--- src/hdl/isl_pkg.sv ---
package isl_pkg;

  localparam int POS_W = 11;

  typedef enum logic [3:0] {
    OP_APPEND   = 4'd0,
    OP_INSERT   = 4'd1,
    OP_REMOVE   = 4'd2,
    OP_SWAP     = 4'd3,
    OP_FRONT    = 4'd4,
    OP_POP      = 4'd5,
    OP_READ_AT  = 4'd6,
    OP_FIRST    = 4'd7,
    OP_NEXT     = 4'd8,
    OP_LAST     = 4'd9,
    OP_TRUNCATE = 4'd10
  } op_t;

  typedef enum logic [1:0] {
    ST_OK   = 2'd0,
    ST_BAD  = 2'd1,
    ST_FULL = 2'd2
  } status_t;

  typedef enum logic [1:0] {
    S_IDLE,
    S_FETCH,
    S_HOLD
  } state_t;

  typedef enum logic [1:0] {
    C_HOLD,
    C_INSERT,
    C_REMOVE,
    C_SWAP
  } cell_op_t;

  typedef struct packed {
    cell_op_t           op;
    logic [POS_W-1:0]   lo;
    logic [POS_W-1:0]   hi;
  } cell_cmd_t;

  typedef struct packed {
    status_t            status;
    logic [31:0]        read_value;
    logic signed [7:0]  cursor_position;
    logic [6:0]         list_length;
  } res_t;

endpackage

--- src/hdl/isl_cell.sv ---
module isl_cell #(
  parameter int DATA_WIDTH = 32
) (
  input  logic                        clk,
  input  logic [isl_pkg::POS_W-1:0]   cell_pos,
  input  isl_pkg::cell_cmd_t          cmd,
  input  logic [isl_pkg::POS_W-1:0]   rd_pos,
  input  logic [DATA_WIDTH-1:0]       wr_data,
  input  logic [DATA_WIDTH-1:0]       alt_data,
  input  logic [DATA_WIDTH-1:0]       left_d,
  input  logic [DATA_WIDTH-1:0]       right_d,
  output logic [DATA_WIDTH-1:0]       d,
  output logic [DATA_WIDTH-1:0]       sel_d
);
  import isl_pkg::*;

  logic [DATA_WIDTH-1:0] d_r;
  logic [DATA_WIDTH-1:0] d_nxt;

  always_comb begin
    d_nxt = d_r;
    case (cmd.op)
      C_HOLD: begin
        d_nxt = d_r;
      end
      C_INSERT: begin
        if (cell_pos == cmd.lo) begin
          d_nxt = wr_data;
        end else if (cell_pos > cmd.lo && cell_pos <= cmd.hi) begin
          d_nxt = left_d;
        end
      end
      C_REMOVE: begin
        if (cell_pos >= cmd.lo && cell_pos < cmd.hi) begin
          d_nxt = right_d;
        end
      end
      C_SWAP: begin
        if (cell_pos == cmd.lo) begin
          d_nxt = wr_data;
        end else if (cell_pos == cmd.hi) begin
          d_nxt = alt_data;
        end
      end
      default: begin
        d_nxt = d_r;
      end
    endcase
  end

  always_ff @(posedge clk) begin
    d_r <= d_nxt;
  end

  assign d     = d_r;
  assign sel_d = (cell_pos == rd_pos) ? d_r : '0;

endmodule

--- config.mk ---
export PLATFORM = sky130hd
export DESIGN_NAME = isl_cell
export DESIGN_NICKNAME = d
export VERILOG_FILES = /design/src/hdl/isl_pkg.sv /design/src/hdl/isl_cell.sv
export SDC_FILE = /design/constraint.sdc
export NUM_CORES = 1
export LEC_CHECK = 0
export BUFFER_PORTS_ARGS = -buffer_cell sky130_fd_sc_hd__buf_4
export CORE_ASPECT_RATIO = 0.75
export CORE_MARGIN = 2
export CORE_UTILIZATION = 42
export DETAILED_ROUTE_END_ITERATION = 10
export GPL_TIMING_DRIVEN = 0
export PLACE_DENSITY = 0.88
export SYNTH_ARGS = -nofsm -noshare
export SYNTH_HDL_FRONTEND = slang
export SYNTH_SLANG_ARGS = --single-unit
--- constraint.sdc ---
create_clock -name clk -period 2.93 [get_ports clk]
set_input_delay 0.1465 -clock clk [delete_from_list [all_inputs] [get_ports clk]]
set_output_delay 0.1465 -clock clk [all_outputs]
set_load 0.005 [all_outputs]
# Word level (Yosys, flattened, before mapping)
# Cells that the tools add are included.
# Widths: inputs -> output; s select.
# op_classes
n_bitwise	1
n_mux	7
n_eq_ne	9
order_cmp	4
reduce_logical	4
# op_table
cell	count
$mux 32	6
$pmux 32 s3	1
$eq 11x11->1	3
$ge 11x11->1	1
$gt 11x11->1	1
$le 11x11->1	1
$lt 11x11->1	1
$ne 3x3->1 const B	2
$eq 2x2->1 const B	2
$reduce_and 4->1	1
$eq 2x1->1 const B	1
$logic_and 1x1->1	2
$logic_not 2->1	1
$ne 2x2->1 const B	1
$not 1->1	1
# word_totals
inputBits	175
regBits	32

# Longest topological paths before layout
# logic_depth
depth_word	5
ltp_mapped	9
depth_no_buf	7

# Worst setup path before layout
# No wires, ideal clock.
# synth_timing
kind	input-to-reg
startpoint	input cmd[17] (netlist name)
endpoint	register d_r[0], in the netlist d[0], enable pin
slack_ns	0.688
n_path_buf	0
t_arrival_ns	1.764
stages	7
cell_sequence	inv_1 ha_1 nand4_1 nor2_1 a221o_1 o221ai_1 nand2_1
# synth_via
elab_chain_len	4
elab_cells_between_ends	9
cone_classes	order compare (2); eq/ne (4); reduce/logical (3)
# synth_rtl
element	line	source
from (decl)	isl_cell.sv:6	input isl_pkg::cell_cmd_t cmd,
$gt 11x11->1 or $ge 11x11->1 (tied branches)	isl_cell.sv:29, isl_cell.sv:34	
$logic_and 1x1->1 (on tied branches)	isl_cell.sv:29, isl_cell.sv:34	
$ne 3x3->1 (no source line) or $ne 2x2->1 (tied branches)	--	
$reduce_and 4->1 (no source line) *	--	
to (signal assigned)	isl_cell.sv:52	d_r <= d_nxt;
to (decl)	isl_cell.sv:17	logic [DATA_WIDTH-1:0] d_r;
# Mark *: on every way between the ends. The rest lies on a longest branch, timed or not.
# A chain may end at the register's enable or synchronous reset.

# Final worst setup path
# layout_timing
startpoint	input cell_pos[3] (netlist name)
endpoint	output sel_d[19]
# layout_via
elab_chain_len	2
# layout_rtl
element	line	source
from (decl)	isl_cell.sv:5	input logic [isl_pkg::POS_W-1:0] cell_pos,
$eq 11x11->1	isl_cell.sv:56	assign sel_d = (cell_pos == rd_pos) ? d_r : '0;
$mux 32	isl_cell.sv:56	
to (decl)	isl_cell.sv:13	output logic [DATA_WIDTH-1:0] sel_d
# No other way between the ends.

==> run summary <==
The run finished with clean final reports. The violation count after the first detailed-routing iteration came out at 214. The number of I/O pins is roughly 240.

Setup violations remaining at the end of the flow were counted as 0. The die covers 8450 µm². The largest stage delay on the critical path came out at between 600 and 700 ps. The required time of the worst setup path came out at around 2800 ps.

In this run the post-CTS setup repair buffer count came out at 0. After routing the design area is 5260 µm². The type of the most critical hold path is in2reg.

The category of the worst setup path capture point is an output port. The number of flip-flops in the largest register is 32. Before CTS, the worst setup slack after placement is about 49 ps. The via count of the first global-routing pass came to 3985. The critical path goes through buf_4 > xnor2_1 > nand4_1 > nor3_1 > clkbuf_1 > and2_1 > buf_4. The number of H-tree levels came out at 2.

The total grt overflow is 0. Synthesis inferred 32 register bits. The number of gates resized after cts came out at 0. STA classifies the critical path startpoint as an input port.

Among the stages of the critical path, the cell type that occurs most often is sky130_fd_sc_hd__buf_4. No sink is reached through more buffers than the 2 on the longest clock path. The worst hold path begins at wr_data[5]. The starting density of the core is 43.7%. The maximum fanout along the worst path is 10.

The arrival time reported for the critical path endpoint is 2070 ps. The total nets after synthesis is 610. The count of hold buffers inserted by post-cts repair is 0. The final clock period utilization by the worst path is 75.7%. The areal power density over the cells is 287 nW/µm². The number of buffers created by CTS came out at 5. The headroom to the max-slew limit is 44.9%. The tree is rooted in a sky130_fd_sc_hd__clkbuf_8. The number of distinct standard cells referenced by the synthesized netlist is 31. The final-layout fill cell count came out at 589.

The number of cells in the finished layout apart from fillers is around 760. The slew at the pin closest to its max-slew limit is 820 ps. The clock net sink count is 32. The routed wire length came out at 12300 µm. The critical path starts at cell_pos[3]. The leakage dissipation came out at 2.82 nW.

The layout overhead on the synthesized area came out at 62.1%. The number of antenna violations at the first check in global routing is 0. In the post-route analysis, the smallest setup slack over all paths is 712 ps.

The number of max-cap violations is 0. Grouping stages by cell kind, the critical path spends the most delay in simple AND/OR/NAND/NOR gates. The fraction of layout cells with a size suffix above 1 is 40.1%. The detailed-route DRC error count came out at 0. The routed via count is a little under 4000. The total count of hold-check failures in the final report is 0. The core occupancy in the finished layout is 70.8%. The setup total negative slack came out at 0 ps. The multi-input combinational cells in the finished layout cover a total of 1930 µm². The largest net degree at the start of global routing is 33. The placeable core region is 7430 µm². The final period demand of the worst path came out at 2220 ps. After detailed routing, the average wire length per cell comes to around 16 µm. Across every metal layer, demand over resource in global routing totals 28.2%. In this run, placement finished with an instance count of 751. In the final layout, flip-flops and latches occupy about 960 µm². The average instance in the mapped netlist occupies 7.86 µm².

Before antenna repair, the detailed router went through 4 iterations. The net count reported at finish is about 850. By startpoint and endpoint, the worst setup path is classified as in2out.

Setup repair after global routing left no endpoint under its margin. The port buffer count came out at 237. The sequential fraction of the synthesis area came out at roughly 30%. The detailed-route vias per instance came out at 5.22. Detailed placement finished with a half-perimeter wire length of 9770 µm. The overall die width is 106 µm. TritonCTS built the clock tree. The total count of max-transition violations in the final report is 0.

The number of antenna diodes is 0. The placer congestion estimate is 0.894. The count of buffer and inverter cells on the critical path is 3. The highest clock frequency the design can meet is 451 MHz. The wire length of the first global-routing pass is roughly 19000 µm. The clock-pin slew reported for the worst setup and hold paths after clock tree synthesis came out at 70 ps. The floorplan has 27 rows.

The vertical extent of the die is about 80 µm. Synthesis produced a netlist whose cell count is 413. Among all stages on the critical path, the largest delay is contributed by sky130_fd_sc_hd__nor3_1. Yosys printed 0 warnings. The total standard cell area after synthesis is 3250 µm². The worst supply voltage drop on vdd is 0.000266 V. The residual antenna-violating net count after detailed routing is 0. The placed instance area came out at 5150 µm².
[metal layers]
metal	wire length, µm	track usage, %	share of wire (%)
met1	4820	33.7	39
met2	6220	52.3	51
met3	1060	5.84	8.6
met4	196	6.97	1.6
met5	0	0	0
[logic make-up after synthesis]
logic type                 count (synthesis)  synth area share (%)
and+or+nand+nor                          183                  25.6
AOI/OAI and AO/OA                        116                  22.4
buffers and inverters                     49                  11.0
DFF                                       32                  29.6
adders and majority gates                 22                  8.48
xor gates and xnor gates                  11                  2.97
[where the power goes]
group / total (mW) / switching, mW / internal, mW
combinational: 0.507 / 0.206 / 0.301
sequential: 0.579 / 0.0215 / 0.558
clock: 0.422 / 0.170 / 0.252
total: 1.51 / 0.397 / 1.11
[placed cells by master, fill, tap and decap left out, types with 22 or more instances in the layout]
cell type | netlist | layout
sky130_fd_sc_hd__buf_4 | 0 | 237
sky130_fd_sc_hd__nand2_1 | 100 | 99
sky130_fd_sc_hd__a21oi_1 | 40 | 40
sky130_fd_sc_hd__a21o_1 | 34 | 34
sky130_fd_sc_hd__nor2_1 | 33 | 33
sky130_fd_sc_hd__a31oi_1 | 32 | 32
sky130_fd_sc_hd__and2_1 | 32 | 32
sky130_fd_sc_hd__edfxtp_1 | 32 | 32
sky130_fd_sc_hd__inv_1 | 22 | 22
sky130_fd_sc_hd__ha_1 | 22 | 22
[through the flow]
step / power (mW) / hold slack [ps]
final: 1.51 / 300
after global routing: 1.59 / 305
after CTS: 1.51 / 291
after detailed placement: 1.09 / 572
after global placement: 1.08 / 565
after floorplan: 0.791 / 472
[synthesized netlist by cell type]
cell type	n	share of area, %
sky130_fd_sc_hd__a211oi_1	1	0.23
sky130_fd_sc_hd__a21o_1	34	7.9
sky130_fd_sc_hd__a21oi_1	40	6.2
sky130_fd_sc_hd__a221o_1	1	0.31
sky130_fd_sc_hd__a31oi_1	32	6.2
sky130_fd_sc_hd__and2_1	32	6.2
sky130_fd_sc_hd__buf_2	2	0.31
sky130_fd_sc_hd__buf_6	5	1.7
sky130_fd_sc_hd__buf_8	3	1.4
sky130_fd_sc_hd__clkbuf_1	3	0.35
sky130_fd_sc_hd__clkbuf_4	1	0.23
sky130_fd_sc_hd__clkbuf_8	6	2.5
sky130_fd_sc_hd__dlygate4sd1_1	7	1.9
sky130_fd_sc_hd__edfxtp_1	32	30
sky130_fd_sc_hd__ha_1	22	8.5
sky130_fd_sc_hd__inv_1	22	2.5
sky130_fd_sc_hd__nand2_1	100	12
sky130_fd_sc_hd__nand3_1	3	0.46
sky130_fd_sc_hd__nand3b_1	1	0.23
sky130_fd_sc_hd__nand4_1	5	0.96
sky130_fd_sc_hd__nand4_4	1	0.66
sky130_fd_sc_hd__nor2_1	33	3.8
sky130_fd_sc_hd__nor2b_1	3	0.58
sky130_fd_sc_hd__nor3_1	3	0.46
sky130_fd_sc_hd__nor3_4	1	0.50
sky130_fd_sc_hd__o2111ai_1	1	0.27
sky130_fd_sc_hd__o21ai_0	4	0.62
sky130_fd_sc_hd__o21bai_1	2	0.46
sky130_fd_sc_hd__o221ai_1	1	0.27
sky130_fd_sc_hd__or3_1	1	0.19
sky130_fd_sc_hd__xnor2_1	11	3.0
[area by class of cell]
class	count	share of cell area, %
sequential	32	18.3
buffer	27	5.21
tap	101	2.40
timing repair buffer	237	33.8
clock buffer	6	1.38
multi-input combinational	332	36.7
clock inverter	2	0.666
inverter	22	1.57
[path summary, 6_finish.rpt]
check	end	slack, ps	depth (start not counted)
setup / recovery	sel_d[19]	710	7
hold / removal	d[5]	300	4
(Power assumes the default switching activity.)
